## src/hbt_pkg.sv

```systemverilog
package hbt_pkg;

    // Timer width; both millisecond timers saturate at all ones
    localparam int TIMER_BITS = 14;
    localparam int MS_W       = 14;
    localparam int CMP_W      = (TIMER_BITS > MS_W) ? TIMER_BITS : MS_W;

    localparam int CFG_IDX_W  = 3;
    localparam int CFG_DATA_W = 14;

    typedef logic [TIMER_BITS-1:0] timer_t;
    localparam timer_t TIMER_MAX = {TIMER_BITS{1'b1}};

    typedef enum logic [1:0] {
        MODE_OFF  = 2'd0,
        MODE_IDLE = 2'd1,
        MODE_HEAT = 2'd2,
        MODE_ERR  = 2'd3
    } mode_t;

    typedef enum logic [2:0] {
        FUNC_TICK   = 3'd0,
        FUNC_SAMPLE = 3'd1,
        FUNC_PLUS   = 3'd2,
        FUNC_MINUS  = 3'd3,
        FUNC_TOGGLE = 3'd4
    } func_t;

    typedef enum logic [CFG_IDX_W-1:0] {
        CFG_SET_MIN     = 3'd0,
        CFG_SET_MAX     = 3'd1,
        CFG_HYSTERESIS  = 3'd2,
        CFG_DEBOUNCE_MS = 3'd3,
        CFG_BLINK_MS    = 3'd4,
        CFG_FAULT_VALUE = 3'd5
    } cfg_idx_t;

    typedef struct packed {
        logic [6:0]        set_min;
        logic [6:0]        set_max;
        logic [7:0]        hysteresis;
        logic [MS_W-1:0]   debounce_ms;
        logic [MS_W-1:0]   blink_ms;
        logic signed [11:0] fault_value;
    } cfg_t;

    typedef struct packed {
        logic [2:0]         func;
        logic signed [11:0] sample;
    } item_t;

    typedef struct packed {
        logic       heater_on;
        logic       red_led;
        logic       green_led;
        logic [1:0] mode;
        logic [6:0] setpoint;
    } res_t;

endpackage

```

## src/hbt_in_if.sv

```systemverilog
interface hbt_in_if;
    logic               valid;
    logic               ready;
    logic [2:0]         func;
    logic signed [11:0] sample;

    modport source (output valid, output func, output sample, input ready);
    modport sink   (input valid, input func, input sample, output ready);
endinterface

```

## src/hbt_out_if.sv

```systemverilog
interface hbt_out_if;
    logic       valid;
    logic       ready;
    logic       heater_on;
    logic       red_led;
    logic       green_led;
    logic [1:0] mode;
    logic [6:0] setpoint;

    modport source (output valid, output heater_on, output red_led, output green_led,
                    output mode, output setpoint, input ready);
    modport sink   (input valid, input heater_on, input red_led, input green_led,
                    input mode, input setpoint, output ready);
endinterface

```

## src/hbt_cfg_regs.sv

```systemverilog
module hbt_cfg_regs
    import hbt_pkg::*;
(
    input  logic                  clk,
    input  logic                  rst_n,
    input  logic                  cfg_we,
    input  logic [CFG_IDX_W-1:0]  cfg_index,
    input  logic [CFG_DATA_W-1:0] cfg_data,
    output cfg_t                  cfg
);

    cfg_t cfg_reg;
    cfg_t cfg_next;

    // Decode a write onto its register; unknown indexes are dropped
    always_comb
    begin
        cfg_next = cfg_reg;
        if (cfg_we)
        begin
            case (cfg_idx_t'(cfg_index))
                CFG_SET_MIN:     cfg_next.set_min     = cfg_data[6:0];
                CFG_SET_MAX:     cfg_next.set_max     = cfg_data[6:0];
                CFG_HYSTERESIS:  cfg_next.hysteresis  = cfg_data[7:0];
                CFG_DEBOUNCE_MS: cfg_next.debounce_ms = cfg_data[MS_W-1:0];
                CFG_BLINK_MS:    cfg_next.blink_ms    = cfg_data[MS_W-1:0];
                CFG_FAULT_VALUE: cfg_next.fault_value = signed'(cfg_data[11:0]);
                default:         cfg_next = cfg_reg;
            endcase
        end
    end

    always_ff @(posedge clk or negedge rst_n)
    begin
        if (!rst_n)
        begin
            cfg_reg.set_min     <= 7'd20;
            cfg_reg.set_max     <= 7'd70;
            cfg_reg.hysteresis  <= 8'd8;
            cfg_reg.debounce_ms <= MS_W'(400);
            cfg_reg.blink_ms    <= MS_W'(200);
            cfg_reg.fault_value <= 12'sd1360;
        end
        else
        begin
            cfg_reg <= cfg_next;
        end
    end

    assign cfg = cfg_reg;

endmodule

```

## src/hbt_ctrl.sv

```systemverilog
module hbt_ctrl
    import hbt_pkg::*;
(
    input  logic  clk,
    input  logic  rst_n,
    input  logic  step_en,
    input  item_t item,
    input  cfg_t  cfg,
    output res_t  res
);

    mode_t              mode_reg, mode_next;
    logic [6:0]         setpoint_reg, setpoint_next;
    logic signed [11:0] temp_reg, temp_next;
    timer_t             since_toggle_reg, since_toggle_next;
    timer_t             since_blink_reg, since_blink_next;
    logic               red_level_reg, red_level_next;

    logic signed [8:0]  sp;
    logic signed [13:0] target;
    logic signed [13:0] low_th;
    logic signed [13:0] high_th;
    logic signed [13:0] temp_x;
    logic               red_out;

    // One event: timers, command, fault, clamp, hysteresis, blink
    always_comb
    begin
        mode_next         = mode_reg;
        temp_next         = temp_reg;
        since_toggle_next = since_toggle_reg;
        since_blink_next  = since_blink_reg;
        sp                = signed'({2'b00, setpoint_reg});

        case (func_t'(item.func))
            FUNC_TICK:
            begin
                if (since_toggle_reg != TIMER_MAX)
                    since_toggle_next = since_toggle_reg + timer_t'(1);
                if (since_blink_reg != TIMER_MAX)
                    since_blink_next = since_blink_reg + timer_t'(1);
            end
            FUNC_SAMPLE: temp_next = item.sample;
            FUNC_PLUS:   sp = sp + 9'sd1;
            FUNC_MINUS:  sp = sp - 9'sd1;
            FUNC_TOGGLE:
            begin
                if (CMP_W'(since_toggle_reg) > CMP_W'(cfg.debounce_ms))
                begin
                    mode_next         = (mode_reg == MODE_OFF) ? MODE_IDLE : MODE_OFF;
                    since_toggle_next = '0;
                end
            end
            default: ;
        endcase

        // Sensor fault overrides everything, off included
        if (temp_next == cfg.fault_value)
            mode_next = MODE_ERR;

        // Raise to the minimum first, so the maximum wins on a crossed pair
        if (sp < signed'({2'b00, cfg.set_min}))
            sp = signed'({2'b00, cfg.set_min});
        if (sp > signed'({2'b00, cfg.set_max}))
            sp = signed'({2'b00, cfg.set_max});
        setpoint_next = sp[6:0];

        // Hysteresis band around the set point, in sixteenths
        target  = signed'({3'b000, setpoint_next, 4'b0000});
        low_th  = target - signed'({6'b000000, cfg.hysteresis});
        high_th = target + signed'({6'b000000, cfg.hysteresis});
        temp_x  = 14'(temp_next);
        if (mode_next == MODE_IDLE)
        begin
            if (temp_x <= low_th)
                mode_next = MODE_HEAT;
        end
        else if (mode_next == MODE_HEAT)
        begin
            if (temp_x >= high_th)
                mode_next = MODE_IDLE;
        end

        // Red LED: blink in error, otherwise track the heater
        red_level_next = red_level_reg;
        if (mode_next == MODE_ERR)
        begin
            if (CMP_W'(since_blink_next) >= CMP_W'(cfg.blink_ms))
            begin
                red_level_next   = ~red_level_reg;
                since_blink_next = '0;
            end
            red_out = red_level_next;
        end
        else
        begin
            red_out        = (mode_next == MODE_HEAT);
            red_level_next = red_out;
        end

        res.heater_on = (mode_next == MODE_HEAT);
        res.red_led   = red_out;
        res.green_led = (mode_next != MODE_OFF);
        res.mode      = mode_next;
        res.setpoint  = setpoint_next;
    end

    always_ff @(posedge clk or negedge rst_n)
    begin
        if (!rst_n)
        begin
            mode_reg         <= MODE_OFF;
            setpoint_reg     <= 7'd20;
            temp_reg         <= '0;
            since_toggle_reg <= '0;
            since_blink_reg  <= '0;
            red_level_reg    <= 1'b0;
        end
        else if (step_en)
        begin
            mode_reg         <= mode_next;
            setpoint_reg     <= setpoint_next;
            temp_reg         <= temp_next;
            since_toggle_reg <= since_toggle_next;
            since_blink_reg  <= since_blink_next;
            red_level_reg    <= red_level_next;
        end
    end

endmodule

```

## src/hysteresis_boiler_thermostat_core.sv

```systemverilog
// Boiler thermostat with off, idle, heating and error modes. Each input beat is
// one event (millisecond tick, temperature sample, plus, minus or on/off) and
// gives exactly one result beat carrying heater, LED levels, mode and the
// clamped set point. One beat is taken every clock cycle unless the sink stalls
// with the input register full; a result passes through the input register and
// then the single-pass update logic into the result register. The result register
// holds a beat while the sink stalls and the input register can still take one
// more beat meanwhile. Configuration writes take effect on the next cycle and
// belong to idle periods only.
module hysteresis_boiler_thermostat_core
    import hbt_pkg::*;
(
    input  logic                  clk,
    input  logic                  rst_n,
    hbt_in_if.sink                in_ch,
    hbt_out_if.source             out_ch,
    input  logic                  cfg_we,
    input  logic [CFG_IDX_W-1:0]  cfg_index,
    input  logic [CFG_DATA_W-1:0] cfg_data
);

    cfg_t  cfg;
    item_t item_reg;
    logic  in_valid_reg;
    res_t  res_next;
    res_t  res_reg;
    logic  out_valid_reg;
    logic  advance;

    hbt_cfg_regs u_cfg (
        .clk       (clk),
        .rst_n     (rst_n),
        .cfg_we    (cfg_we),
        .cfg_index (cfg_index),
        .cfg_data  (cfg_data),
        .cfg       (cfg)
    );

    // A held beat moves on when the result register is free or draining
    assign advance     = in_valid_reg && (!out_valid_reg || out_ch.ready);
    assign in_ch.ready = !in_valid_reg || advance;

    // Input register
    always_ff @(posedge clk or negedge rst_n)
    begin
        if (!rst_n)
            in_valid_reg <= 1'b0;
        else if (in_ch.ready)
            in_valid_reg <= in_ch.valid;
    end

    always_ff @(posedge clk)
    begin
        if (in_ch.valid && in_ch.ready)
        begin
            item_reg.func   <= in_ch.func;
            item_reg.sample <= in_ch.sample;
        end
    end

    hbt_ctrl u_ctrl (
        .clk     (clk),
        .rst_n   (rst_n),
        .step_en (advance),
        .item    (item_reg),
        .cfg     (cfg),
        .res     (res_next)
    );

    // Result register
    always_ff @(posedge clk or negedge rst_n)
    begin
        if (!rst_n)
            out_valid_reg <= 1'b0;
        else if (advance)
            out_valid_reg <= 1'b1;
        else if (out_ch.ready)
            out_valid_reg <= 1'b0;
    end

    always_ff @(posedge clk)
    begin
        if (advance)
            res_reg <= res_next;
    end

    assign out_ch.valid     = out_valid_reg;
    assign out_ch.heater_on = res_reg.heater_on;
    assign out_ch.red_led   = res_reg.red_led;
    assign out_ch.green_led = res_reg.green_led;
    assign out_ch.mode      = res_reg.mode;
    assign out_ch.setpoint  = res_reg.setpoint;

endmodule

```

## src/flat_wrapper.sv

```systemverilog
// flat-port wrapper written by rule: the top's interface ports become plain ports
module hysteresis_boiler_thermostat_core_flat import hbt_pkg::*;
  (clk, rst_n, cfg_we, cfg_index, cfg_data, in_ch_valid, in_ch_func, in_ch_sample, in_ch_ready, out_ch_valid, out_ch_heater_on, out_ch_red_led, out_ch_green_led, out_ch_mode, out_ch_setpoint, out_ch_ready);
  hbt_in_if in_ch_i ();
  hbt_out_if out_ch_i ();
  input  logic clk;
  input  logic rst_n;
  input  logic cfg_we;
  input  logic [CFG_IDX_W-1:0] cfg_index;
  input  logic [CFG_DATA_W-1:0] cfg_data;
  input wire logic [$bits(in_ch_i.valid)-1:0] in_ch_valid;
  input wire logic [$bits(in_ch_i.func)-1:0] in_ch_func;
  input wire logic [$bits(in_ch_i.sample)-1:0] in_ch_sample;
  output wire logic [$bits(in_ch_i.ready)-1:0] in_ch_ready;
  output wire logic [$bits(out_ch_i.valid)-1:0] out_ch_valid;
  output wire logic [$bits(out_ch_i.heater_on)-1:0] out_ch_heater_on;
  output wire logic [$bits(out_ch_i.red_led)-1:0] out_ch_red_led;
  output wire logic [$bits(out_ch_i.green_led)-1:0] out_ch_green_led;
  output wire logic [$bits(out_ch_i.mode)-1:0] out_ch_mode;
  output wire logic [$bits(out_ch_i.setpoint)-1:0] out_ch_setpoint;
  input wire logic [$bits(out_ch_i.ready)-1:0] out_ch_ready;
  assign in_ch_i.valid = in_ch_valid;
  assign in_ch_i.func = in_ch_func;
  assign in_ch_i.sample = in_ch_sample;
  assign in_ch_ready = in_ch_i.ready;
  assign out_ch_valid = out_ch_i.valid;
  assign out_ch_heater_on = out_ch_i.heater_on;
  assign out_ch_red_led = out_ch_i.red_led;
  assign out_ch_green_led = out_ch_i.green_led;
  assign out_ch_mode = out_ch_i.mode;
  assign out_ch_setpoint = out_ch_i.setpoint;
  assign out_ch_i.ready = out_ch_ready;
  hysteresis_boiler_thermostat_core u_core (.clk(clk), .rst_n(rst_n), .in_ch(in_ch_i), .out_ch(out_ch_i), .cfg_we(cfg_we), .cfg_index(cfg_index), .cfg_data(cfg_data));
endmodule
```

## config.mk

```make
export PLATFORM = sky130hd
export DESIGN_NAME = hysteresis_boiler_thermostat_core_flat
export DESIGN_NICKNAME = d
export VERILOG_FILES = /design/src/hbt_pkg.sv /design/src/hbt_in_if.sv /design/src/hbt_out_if.sv /design/src/hbt_cfg_regs.sv /design/src/hbt_ctrl.sv /design/src/hysteresis_boiler_thermostat_core.sv /design/src/flat_wrapper.sv
export SDC_FILE = /design/constraint.sdc
export NUM_CORES = 1
export LEC_CHECK = 0
export BUFFER_PORTS_ARGS = -buffer_cell sky130_fd_sc_hd__buf_4
export CAP_MARGIN = 20
export CORE_MARGIN = 2
export CORE_UTILIZATION = 35
export CTS_CLUSTER_DIAMETER = 150
export CTS_CLUSTER_SIZE = 12
export DETAILED_ROUTE_END_ITERATION = 6
export SKIP_CTS_REPAIR_TIMING = 1
export SLEW_MARGIN = 30
export SYNTH_ARGS = -nofsm -noshare
export SYNTH_HDL_FRONTEND = slang
export SYNTH_HIERARCHICAL = 1
export SYNTH_SLANG_ARGS = --single-unit
export TNS_END_PERCENT = 50
```

## constraint.sdc

```tcl
create_clock -name clk -period 14.5 [get_ports clk]
set_input_delay 2.175 -clock clk [delete_from_list [all_inputs] [get_ports clk]]
set_output_delay 2.175 -clock clk [all_outputs]
set_load 0.03 [all_outputs]
```

==> results of run 1 <==
layout by cell type (no fill, tap or decap), drive strengths merged, types with 4 or more instances in the layout:
| cell | instances |
|---|---|
| a211oi | 4 |
| a21o | 7 |
| a21oi | 46 |
| a221oi | 4 |
| a22o | 5 |
| and3 | 6 |
| and4 | 4 |
| buf | 57 |
| clkbuf | 26 |
| dfrtp | 96 |
| dfstp | 18 |
| edfxtp | 27 |
| ha | 79 |
| inv | 92 |
| mux2 | 79 |
| mux2i | 10 |
| nand2 | 55 |
| nand2b | 13 |
| nand3 | 18 |
| nand4 | 21 |
| nand4b | 5 |
| nor2 | 48 |
| nor2b | 7 |
| nor3 | 14 |
| o21a | 8 |
| o21ai | 37 |
| o22ai | 12 |
| or3 | 7 |
| xnor2 | 33 |
| xor2 | 12 |
cell families (layout without fill, tap and decap cells):
| kind of cell | count (synthesis) | count (layout) | share of synthesized area |
|---|---|---|---|
| DFF | 141 | 141 | 0.419 |
| other | 0 | 1 | 0 |
| adders and majority gates | 80 | 80 | 0.115 |
| muxes | 89 | 89 | 0.114 |
| buffers and inverters | 117 | 181 | 0.0546 |
| AOI/OAI and AO/OA | 158 | 158 | 0.117 |
| and+or+nand+nor | 218 | 218 | 0.135 |
| xor gates and xnor gates | 45 | 45 | 0.0448 |
power by group:
group	total, mW	switching [mW]	internal, mW
clock network	0.433	0.166	0.267
registers	0.609	0.0841	0.525
logic	1.24	0.695	0.544
worst paths after layout:
path	start	to	slack (ns)	depth (start not counted)
setup / recovery	u_core/u_ctrl/setpoint_reg[0]	u_core/out_ch.green_led	6.15	37
hold reg to reg	u_core/u_cfg/cfg[23]	u_core/u_cfg/cfg[23]	0.48	1
hold / removal	u_core/u_cfg/cfg[23]	u_core/u_cfg/cfg[23]	0.48	1
max in group asynchronous	rst_n	u_core/u_ctrl/since_toggle_reg[7]	11.67	2
min in group asynchronous	rst_n	u_core/u_ctrl/temp_reg[3]	1.74	1
setup reg to reg	u_core/u_ctrl/setpoint_reg[0]	u_core/out_ch.green_led	6.15	37
layout make-up:
class | instances | area (µm²) | share of cell area
clock buffer | 26 | 490 | 0.0485
clock inverter | 6 | 82.6 | 0.00817
sequential | 141 | 3690 | 0.365
tap | 330 | 413 | 0.0409
antenna | 1 | 2.50 | 0.000248
multi-input combinational | 590 | 4650 | 0.461
inverter | 92 | 345 | 0.0342
timing repair buffer | 57 | 432 | 0.0427
cells in the mapped netlist (4+ instances only):
library cell / count / area [µm²]
sky130_fd_sc_hd__a211oi_1: 4 / 30.0
sky130_fd_sc_hd__a21o_1: 7 / 52.6
sky130_fd_sc_hd__a21oi_1: 44 / 220
sky130_fd_sc_hd__a221oi_1: 4 / 35.0
sky130_fd_sc_hd__a22o_1: 5 / 43.8
sky130_fd_sc_hd__and3_1: 6 / 37.5
sky130_fd_sc_hd__and4_1: 4 / 35.0
sky130_fd_sc_hd__buf_2: 6 / 30.0
sky130_fd_sc_hd__clkbuf_1: 11 / 41.3
sky130_fd_sc_hd__dfrtp_1: 96 / 2400
sky130_fd_sc_hd__dfstp_2: 18 / 473
sky130_fd_sc_hd__edfxtp_1: 27 / 811
sky130_fd_sc_hd__ha_1: 79 / 988
sky130_fd_sc_hd__inv_1: 91 / 342
sky130_fd_sc_hd__mux2_1: 10 / 113
sky130_fd_sc_hd__mux2_2: 69 / 777
sky130_fd_sc_hd__mux2i_1: 8 / 80.1
sky130_fd_sc_hd__nand2_1: 55 / 206
sky130_fd_sc_hd__nand2b_1: 12 / 75.1
sky130_fd_sc_hd__nand3_1: 18 / 90.1
sky130_fd_sc_hd__nand4_1: 21 / 131
sky130_fd_sc_hd__nand4b_1: 4 / 35.0
sky130_fd_sc_hd__nor2_1: 48 / 180
sky130_fd_sc_hd__nor2b_1: 7 / 43.8
sky130_fd_sc_hd__nor3_1: 13 / 65.1
sky130_fd_sc_hd__o21a_1: 8 / 60.1
sky130_fd_sc_hd__o21ai_0: 35 / 175
sky130_fd_sc_hd__o22ai_1: 12 / 75.1
sky130_fd_sc_hd__or3_1: 7 / 43.8
sky130_fd_sc_hd__xnor2_1: 33 / 289
sky130_fd_sc_hd__xor2_1: 12 / 105
stage by stage:
| stage | area [µm²] | utilization | worst slack [ns] | hold slack (ns) | instances |
|---|---|---|---|---|---|
| after floorplan | 8790 | - | 6.95 | 0.458 | 848 |
| after global placement | 9520 | 0.382 | 6.49 | 0.470 | 1209 |
| after detailed placement | 9530 | 0.383 | 6.26 | 0.475 | 1210 |
| after CTS | 10100 | 0.406 | 6.22 | 0.487 | 1242 |
| after global routing | 10100 | 0.406 | 5.34 | 0.498 | 1242 |
| final | 10100 | 0.406 | 6.15 | 0.484 | 1243 |
metal layers:
| metal | up-vias | share of wire | global-route usage |
|---|---|---|---|
| met2 | 115 | 0.47 | 0.267 |
| li1 | 3143 | - | - |
| met1 | 3059 | 0.47 | 0.224 |
| met4 | 0 | 0.027 | 0.0692 |
| met3 | 36 | 0.030 | 0.0262 |
| met5 | - | 0 | 0 |
worst max-delay path, delay by kind of cell (launching register included):
| kind | cells | cell delay [ns] |
|---|---|---|
| DFF | 1 | 0.38 |
| xor gates and xnor gates | 2 | 0.26 |
| and+or+nand+nor | 5 | 1.07 |
| AOI/OAI and AO/OA | 19 | 3.37 |
| adders and majority gates | 6 | 1.82 |
| buffers and inverters | 3 | 0.38 |
| muxes | 2 | 0.80 |
==> impl_summary.txt, run 1 <==
----------------------------------------------------
[Clock network]
  Clock network latency to the later pin of the worst-skew pair ... 0.43 ns
  Total number of H-tree levels ... 4
  TritonCTS Sinks ... 141
  Number of buffers inserted during clock tree synthesis ... 17
  Clock tree from TritonCTS ... built
  Cell at the root of the clock tree ... sky130_fd_sc_hd__clkbuf_16
  Number of buffers on the longest clock path ... 2
  Clock-pin slew reported for the worst setup and hold paths after clock tree synthesis ... 0.06 ns

[Critical path]
  Critical path class ... reg2reg
  Req. time, crit path ... 14.65 ns
  Worst-path maximum fanout ... 14
  Launching element type of the critical path ... register
  Slowest cell on crit path ... sky130_fd_sc_hd__a2111oi_0
  Critical path capture point type ... register
  Most frequent cell on the critical path ... sky130_fd_sc_hd__ha_1
  Delay contributed by the slowest stage of the critical path ... 0.41 ns
  Worst path arrival time ... 8.50 ns

[Global route]
  Vias in the first global route ... 6260
  Antenna violations before repair ... 0
  Maximum number of pins on one net before global-route repair ... 67
  Global-route wire length before repair ... 33.9 mm
  Total global-route track usage ... 0.166
  Overflow left after global routing ... 0

[Synth]
  Main synth FF type ... sky130_fd_sc_hd__dfrtp_1
  Post-synthesis cell count ... 848
  Syn Nets ... 965
  Sequential element share of the synthesized area ... 0.419
  Number of library cell types mapped by synthesis ... 79
  Netlist Area Pre-Place ... 0.00879 mm²
  Warnings from Yosys ... 6
  Number of enable-type register cells in the synthesized netlist ... 27
  Avg Inst Size Synth ... 10.4 µm²
  Synthesis-stage register bit count ... 141
  Asr flop ratio synth ... 0.809

[STA]
  RSZ-0062 raised after global routing ... no
  Worst slew margin relative to its limit ... 0.427
  Maximum clock skew at final layout ... 0.0102 ns
  Highest Clock Rate ... 120 MHz
  Fin crit share ... 0.576
  Shortest clock period the worst path allows after layout ... 8.35 ns
  Final-layout setup total negative slack ... 0 ns
  Actual slew at the worst max-slew pin ... 0.855 ns
  Final setup vio count ... 0
  Number of pins exceeding their max-slew limit in the final report ... 0
  Final Hold Fails ... 0

[Floorplan]
  Initial core utilization ... 0.353
  Top Ports ... 51
  Horiz. Die Dim ... 163 µm
  # rows ... 58
  Die H ... 163 µm
  Die Footprint ... 0.0264 mm²
  Area inside the core boundary ... 0.0249 mm²

[Power]
  LEAKAGE ... 4.39 nW
  Total power consumption of the routed design ... 2.28 mW
  Largest vdd supply drop ... 0.123 mV
  Power per Cell Area ... 226 mW/mm²

[Detailed routing]
  Number of optimization iterations in the first detailed-route pass ... 5
  Routed via count ... 6353
  Post-detailed-route via-to-cell ratio ... 5.11
  Starting DRC count in detailed routing ... 426
  Per-cell routed wire length ... 16.8 µm
  Total wirelength of the detailed-routed design ... 20.9 mm
  Post-DRT Antenna Nets ... 0
  DRC violation count after routing ... 0

[Finish]
  Post-layout nets ... 1016
  Flip-flop count of the largest register after layout ... 62
  Fillcell total ... 2395
  Area growth from synthesis to layout ... 14.9%
  Fraction of layout instances using a drive strength above 1 ... 0.209

[Place]
  Total half-perimeter wirelength after legalization and detailed placement ... 15.5 mm
  Gp weighted congestion ... 0.882
  PortBufs ... 50

[Min path]
  Min-delay worst type ... reg2reg

[Status]
  Run status ... completed

[Job]
  Max-capacitance violation count ... 0

----------------------------------------------------
Note: power is estimated with default switching activity, not from simulation.
==> run 2: changes to the inputs <==
==> constraint.sdc (replaced) <==
create_clock -name clk -period 7.8 [get_ports clk]
set_input_delay 1.17 -clock clk [delete_from_list [all_inputs] [get_ports clk]]
set_output_delay 1.17 -clock clk [all_outputs]
set_load 0.03 [all_outputs]
==> run 2 against run 1 <==
  * Fmax is 12% higher
  * Clock power is 84% higher
  * Sequential share of layout area is 0.78 points lower
  * Die area stayed put
  * First-iteration DRC count is 22% lower
  * Clock skew hardly changed
  * Wire length is 1.1% higher
==> impl_summary.txt, run 2 (synthesized netlist as in run 1, its figures left out) <==
----------------------------------------------------
[Status]
  Run status ... completed

[Power]
  Switching power share of the total ... 0.420
  Power per Cell Area ... 435 mW/mm²
  Fraction of power consumed by the clock network ... 0.178
  Sequential cell fraction of total power ... 0.252
  Largest vdd supply drop ... 0.255 mV
  LEAKAGE ... 4.49 nW
  Internal power ... 2.60 mW
  Combinational Power Share ... 0.570
  Total power consumption of the routed design ... 4.49 mW
  Psw ... 1.88 mW

[STA]
  Maximum clock skew at final layout ... 0.00999 ns
  Worst slew margin relative to its limit ... 0.399
  Shortest clock period the worst path allows after layout ... 7.45 ns
  Worst hold-check slack ... 0.487 ns
  Highest Clock Rate ... 134 MHz
  Actual slew at the worst max-slew pin ... 0.902 ns
  Final setup vio count ... 0
  Final worst setup slack ... 0.349 ns
  Number of pins exceeding their max-slew limit in the final report ... 0
  Final Hold Fails ... 0
  Fin crit share ... 0.955

[Clock network]
  Clock-pin slew reported for the worst setup and hold paths after clock tree synthesis ... 0.06 ns
  Total number of H-tree levels ... 4
  Number of buffers on the longest clock path ... 2
  Cell at the root of the clock tree ... sky130_fd_sc_hd__clkbuf_16
  TritonCTS Sinks ... 141
  Clock tree from TritonCTS ... built
  Clock network latency to the later pin of the worst-skew pair ... 0.43 ns
  Number of buffers inserted during clock tree synthesis ... 17

[Detailed routing]
  Number of optimization iterations in the first detailed-route pass ... 5
  Starting DRC count in detailed routing ... 334
  Total wirelength of the detailed-routed design ... 21.1 mm
  Per-cell routed wire length ... 16.8 µm
  Routed via count ... 6515
  DRC violation count after routing ... 0
  Post-detailed-route via-to-cell ratio ... 5.18
  Post-DRT Antenna Nets ... 0

[Floorplan]
  Top Ports ... 51
  Die Footprint ... 0.0264 mm²
  # rows ... 58
  Die H ... 163 µm
  Horiz. Die Dim ... 163 µm
  Area inside the core boundary ... 0.0249 mm²
  Initial core utilization ... 0.353

[Global route]
  Overflow left after global routing ... 0
  Vias in the first global route ... 6153
  Antenna violations before repair ... 0
  Total global-route track usage ... 0.162
  Global-route wire length before repair ... 33.1 mm
  Maximum number of pins on one net before global-route repair ... 61

[Place]
  PortBufs ... 50
  Gp weighted congestion ... 0.856
  Worst setup slack before clock tree synthesis ... -0.148 ns
  Number of placed instances with taps included ... 1221
  Total half-perimeter wirelength after legalization and detailed placement ... 15.7 mm

[Critical path]
  Critical path capture point type ... register
  Largest delay contributor family on the critical path ... compound AO/OA/AOI/OAI gates
  Number of buffers and inverters on the critical path ... 4
  Delay contributed by the slowest stage of the critical path ... 0.43 ns
  Critical path class ... reg2reg
  Launching element type of the critical path ... register
  Worst-path maximum fanout ... 12
  Most frequent cell on the critical path ... sky130_fd_sc_hd__ha_1
  Slowest cell on crit path ... sky130_fd_sc_hd__mux2_2
  Req. time, crit path ... 7.98 ns
  Worst path arrival time ... 7.63 ns

[Finish]
  Area growth from synthesis to layout ... 17.4%
  Fraction of layout instances using a drive strength above 1 ... 0.248
  Multi-input logic area ... 0.00476 mm²
  Flip-flop count of the largest register after layout ... 62
  Number of standard cells in the layout, taps in and fillers out ... 1258
  Fillcell total ... 2411
  Most common library cell in the layout ignoring fill and taps ... sky130_fd_sc_hd__dfrtp_1
  Count of inserted antenna diode cells ... 0
  Post-layout nets ... 1032
  Storage element area ... 0.00369 mm²
  Most frequent cells in the layout ... sky130_fd_sc_hd__dfrtp_1, sky130_fd_sc_hd__inv_1, sky130_fd_sc_hd__ha_1

[Min path]
  Min-delay worst type ... reg2reg

[Job]
  Max-capacitance violation count ... 0

----------------------------------------------------
==> run 2: per-stage QoR <==
| stage | setup TNS, ns | area [µm²] | util |
|---|---|---|---|
| after floorplan | 0 | 8790 | - |
| after global placement | -0.00629 | 9600 | 0.386 |
| after detailed placement | -0.462 | 9610 | 0.386 |
| after CTS | -0.758 | 10200 | 0.409 |
| after global routing | -0.103 | 10300 | 0.415 |
| final | 0 | 10300 | 0.415 |
==> run 2: worst reg2reg max path: cells and delay by family (launching register included) <==
kind	cells	cell delay [ns]
xor gates and xnor gates	2	0.26
buffers and inverters	4	0.49
AOI/OAI and AO/OA	17	2.85
and+or+nand+nor	4	0.65
adders and majority gates	6	1.77
DFF	1	0.40
muxes	2	0.80
==> run 2: path summary, 6_finish.rpt <==
path | startpoint | to | slack (ns) | cells past startpoint
worst max-delay path | u_core/u_ctrl/setpoint_reg[0] | u_core/out_ch.green_led | 0.35 | 35
worst min-delay path | u_core/u_cfg/cfg[22] | u_core/u_cfg/cfg[22] | 0.49 | 1
worst max register to register | u_core/u_ctrl/setpoint_reg[0] | u_core/out_ch.green_led | 0.35 | 35
worst min register to register | u_core/u_cfg/cfg[22] | u_core/u_cfg/cfg[22] | 0.49 | 1
max in group asynchronous | rst_n | u_core/u_cfg/cfg[26] | 5.74 | 2
min in group asynchronous | rst_n | u_core/u_ctrl/temp_reg[3] | 0.81 | 1
==> run 2: final cells by class <==
class | count | share of cell area
timing repair buffer | 73 | 0.0531
clock inverter | 14 | 0.0141
sequential | 141 | 0.357
inverter | 92 | 0.0334
tap | 330 | 0.0400
multi-input combinational | 590 | 0.461
clock buffer | 18 | 0.0416
==> run 2: metal layers <==
layer / part of all wire / GRT usage
met5: 0 / 0
met3: 0.042 / 0.0331
met2: 0.49 / 0.271
met1: 0.46 / 0.212
met4: 0.015 / 0.0511
==> run 2: power by group through the flow <==
stage                     Combinational [mW]  Clock (mW)  Sequential (mW)
after floorplan                         1.74           0             1.15
after global placement                  2.30           0             1.14
after detailed placement                2.33           0             1.14
after CTS                               2.35       0.819             1.13
after global routing                    2.84       0.850             1.16
final                                   2.56       0.798             1.13
==> run 3: changes to the inputs <==
--- a/config.mk
+++ b/config.mk
@@ -10,12 +10,11 @@
 export CORE_MARGIN = 2
 export CORE_UTILIZATION = 35
 export CTS_CLUSTER_DIAMETER = 150
-export CTS_CLUSTER_SIZE = 12
+export CTS_CLUSTER_SIZE = 24
 export DETAILED_ROUTE_END_ITERATION = 6
 export SKIP_CTS_REPAIR_TIMING = 1
 export SLEW_MARGIN = 30
 export SYNTH_ARGS = -nofsm -noshare
 export SYNTH_HDL_FRONTEND = slang
-export SYNTH_HIERARCHICAL = 1
 export SYNTH_SLANG_ARGS = --single-unit
 export TNS_END_PERCENT = 50
==> constraint.sdc (replaced) <==
create_clock -name clk -period 6.5 [get_ports clk]
set_input_delay 0.975 -clock clk [delete_from_list [all_inputs] [get_ports clk]]
set_output_delay 0.975 -clock clk [all_outputs]
set_load 0.03 [all_outputs]
==> run 3 against run 2 <==
  * The flow now finishes with violations (negative setup slack)
  * Sequential cell count did not move
  * Cell count rose by 9.7%
  * Critical path depth rose by 4
  * Total power rose by 30%
  * Design area rose by 5.8%
  * Clock-buffer cell count did not move
==> impl_summary.txt, run 3 <==
----------------------------------------------------
[Global route]
  Total global-route track usage ... 0.177
  Maximum number of pins on one net before global-route repair ... 79
  Antenna violations before repair ... 0
  Vias in the first global route ... 6839
  Global-route wire length before repair ... 36.1 mm
  Overflow left after global routing ... 0

[Power]
  Power per Cell Area ... 534 mW/mm²
  Total power consumption of the routed design ... 5.83 mW
  Largest vdd supply drop ... 0.290 mV
  LEAKAGE ... 4.94 nW

[Floorplan]
  Die H ... 162 µm
  Horiz. Die Dim ... 162 µm
  Area inside the core boundary ... 0.0244 mm²
  Initial core utilization ... 0.357
  Top Ports ... 51
  # rows ... 57
  Die Footprint ... 0.0262 mm²

[Detailed routing]
  Routed via count ... 6916
  Per-cell routed wire length ... 16.4 µm
  Topmost layer with routed signal wires ... met4
  Post-DRT Antenna Nets ... 0
  Post-detailed-route via-to-cell ratio ... 5.01
  Detailed-routed wire length on met2 ... 10.7 mm
  Met3 wire length ... 807 µm
  Total wirelength of the detailed-routed design ... 22.7 mm
  Number of optimization iterations in the first detailed-route pass ... 5
  Starting DRC count in detailed routing ... 384
  DRC violation count after routing ... 0
  Detailed-route wire length on metal 1 ... 10.7 mm

[Status]
  Violations in the final reports ... negative setup slack
  Run status ... finished with violations

[Clock network]
  Clock tree from TritonCTS ... built
  Number of buffers on the longest clock path ... 2
  Cell at the root of the clock tree ... sky130_fd_sc_hd__clkbuf_16
  Total number of H-tree levels ... 4
  Number of buffers inserted during clock tree synthesis ... 17
  Clock-pin slew reported for the worst setup and hold paths after clock tree synthesis ... 0.07 ns
  Clock network latency to the later pin of the worst-skew pair ... 0.43 ns
  TritonCTS Sinks ... 141

[Synth]
  Cell with the most instances after synthesis ... sky130_fd_sc_hd__nand2_1
  Portion of synthesized cell area occupied by the leading cell type ... 0.276
  Most used standard cells in the synthesized netlist ... sky130_fd_sc_hd__nand2_1, sky130_fd_sc_hd__dfrtp_1, sky130_fd_sc_hd__ha_1, sky130_fd_sc_hd__inv_1, sky130_fd_sc_hd__o21ai_0
  Synthesis-stage register bit count ... 141
  Top cell type by total area after synthesis ... sky130_fd_sc_hd__dfrtp_1
  Warnings from Yosys ... 0
  Number of library cell types mapped by synthesis ... 79
  Dominant cells by area after synthesis ... sky130_fd_sc_hd__dfrtp_1, sky130_fd_sc_hd__ha_1, sky130_fd_sc_hd__edfxtp_1
  Main synth FF type ... sky130_fd_sc_hd__dfrtp_1
  Asr flop ratio synth ... 0.809
  Avg Inst Size Synth ... 9.62 µm²
  Post-synthesis cell count ... 905
  Sequential element share of the synthesized area ... 0.423
  Netlist Area Pre-Place ... 0.00871 mm²
  Syn Nets ... 1022
  Number of enable-type register cells in the synthesized netlist ... 27

[Place]
  Total half-perimeter wirelength after legalization and detailed placement ... 16.5 mm
  PortBufs ... 50
  Worst setup slack before clock tree synthesis ... -0.916 ns
  Gp weighted congestion ... 0.851

[STA]
  Worst hold-check slack ... 0.480 ns
  Number of pins exceeding their max-slew limit in the final report ... 0
  Final Hold Fails ... 0
  Highest Clock Rate ... 135 MHz
  Worst slew margin relative to its limit ... 0.375
  RSZ-0062 raised after global routing ... yes
  Fin crit share ... 1.14
  Shortest clock period the worst path allows after layout ... 7.42 ns
  Maximum clock skew at final layout ... 0.00864 ns
  Actual slew at the worst max-slew pin ... 0.933 ns
  Final worst setup slack ... -0.925 ns
  Final setup vio count ... 8

[Job]
  Max-capacitance violation count ... 0

[Finish]
  Most frequent cells in the layout ... sky130_fd_sc_hd__buf_4, sky130_fd_sc_hd__nand2_1, sky130_fd_sc_hd__dfrtp_1
  Area growth from synthesis to layout ... 25.4%
  Fillcell total ... 2357
  Count of inserted antenna diode cells ... 0
  Post-layout nets ... 1160
  Flip-flop count of the largest register after layout ... 62
  Fraction of layout instances using a drive strength above 1 ... 0.275
  Most common library cell in the layout ignoring fill and taps ... sky130_fd_sc_hd__buf_4

[Critical path]
  Critical path class ... reg2reg
  Most frequent cell on the critical path ... sky130_fd_sc_hd__o21a_1
  Delay contributed by the slowest stage of the critical path ... 0.42 ns
  Req. time, crit path ... 6.68 ns
  Worst-path maximum fanout ... 5
  Worst path arrival time ... 7.61 ns
  Launching element type of the critical path ... register
  Critical path capture point type ... register
  Slowest cell on crit path ... sky130_fd_sc_hd__edfxtp_1

[Min path]
  Min-delay worst type ... reg2reg

----------------------------------------------------
-- run 3: cell type report --
class                           instances  area (µm²)  share of cell area
Inverter                               81         307              0.0281
Multi-Input combinational cell        655        4810               0.440
Clock inverter                         14         151              0.0139
Timing Repair Buffer                  147        1120               0.103
Clock buffer                           18         439              0.0402
Sequential cell                       141        3690               0.337
Tap cell                              324         405              0.0371
-- run 3: worst max-delay path: cells and delay by family, from the launching register on --
kind / cells / cell delay, ns
compound gates: 19 / 2.92
simple gates: 9 / 1.52
fa+ha+maj: 5 / 1.37
buf+inv: 5 / 0.63
flops: 1 / 0.42
mux: 1 / 0.33
-- run 3: power breakdown --
group | internal, mW | leakage [nW] | switching (mW)
Sequential | 1.16 | 1.66 | 0.141
Clock | 0.552 | 0.289 | 0.427
Combinational | 1.82 | 2.99 | 1.73
Total | 3.53 | 4.94 | 2.29
-- run 3: per-layer routing --
layer,vias up,GRT usage
met4,0,0.0555
met5,-,0
met1,3324,0.243
met3,27,0.0319
met2,129,0.284
li1,3436,-
-- run 3: per-stage QoR --
step           setup TNS [ns]   util  instances  area [µm²]
5_1_grt                 -9.97  0.448       1380       10900
4_1_cts                 -6.27  0.438       1369       10700
2_1_floorplan           -3.34      -        905        8810
3_3_place_gp            -4.90  0.414       1337       10100
6_report                -6.27  0.448       1380       10900
3_5_place_dp            -6.00  0.414       1337       10100
-- run 3: cells by family after synthesis --
| family | count (synthesis) | share of synthesized area |
|---|---|---|
| AND/OR/NAND/NOR | 292 | 0.163 |
| XOR/XNOR | 44 | 0.0442 |
| adder cells (fa/ha/maj) | 80 | 0.116 |
| AO/OA/AOI/OAI | 185 | 0.132 |
| flip-flops | 141 | 0.423 |
| buffers and inverters | 109 | 0.0507 |
| multiplexers | 54 | 0.0718 |
-- run 3: path summary, 6_finish.rpt --
kind | cells past startpoint | slack [ns] | from | end
max | 39 | -0.92 | u_core.item_reg[14] | u_core.out_ch.green_led
min | 2 | 0.48 | u_core.u_ctrl.temp_reg[2] | u_core.u_ctrl.temp_reg[2]
max reg2reg | 39 | -0.92 | u_core.item_reg[14] | u_core.out_ch.green_led
min reg2reg | 2 | 0.48 | u_core.u_ctrl.temp_reg[2] | u_core.u_ctrl.temp_reg[2]
max in group asynchronous | 2 | 4.87 | rst_n | u_core.u_cfg.cfg[61]
min in group asynchronous | 1 | 0.51 | rst_n | u_core.in_valid_reg
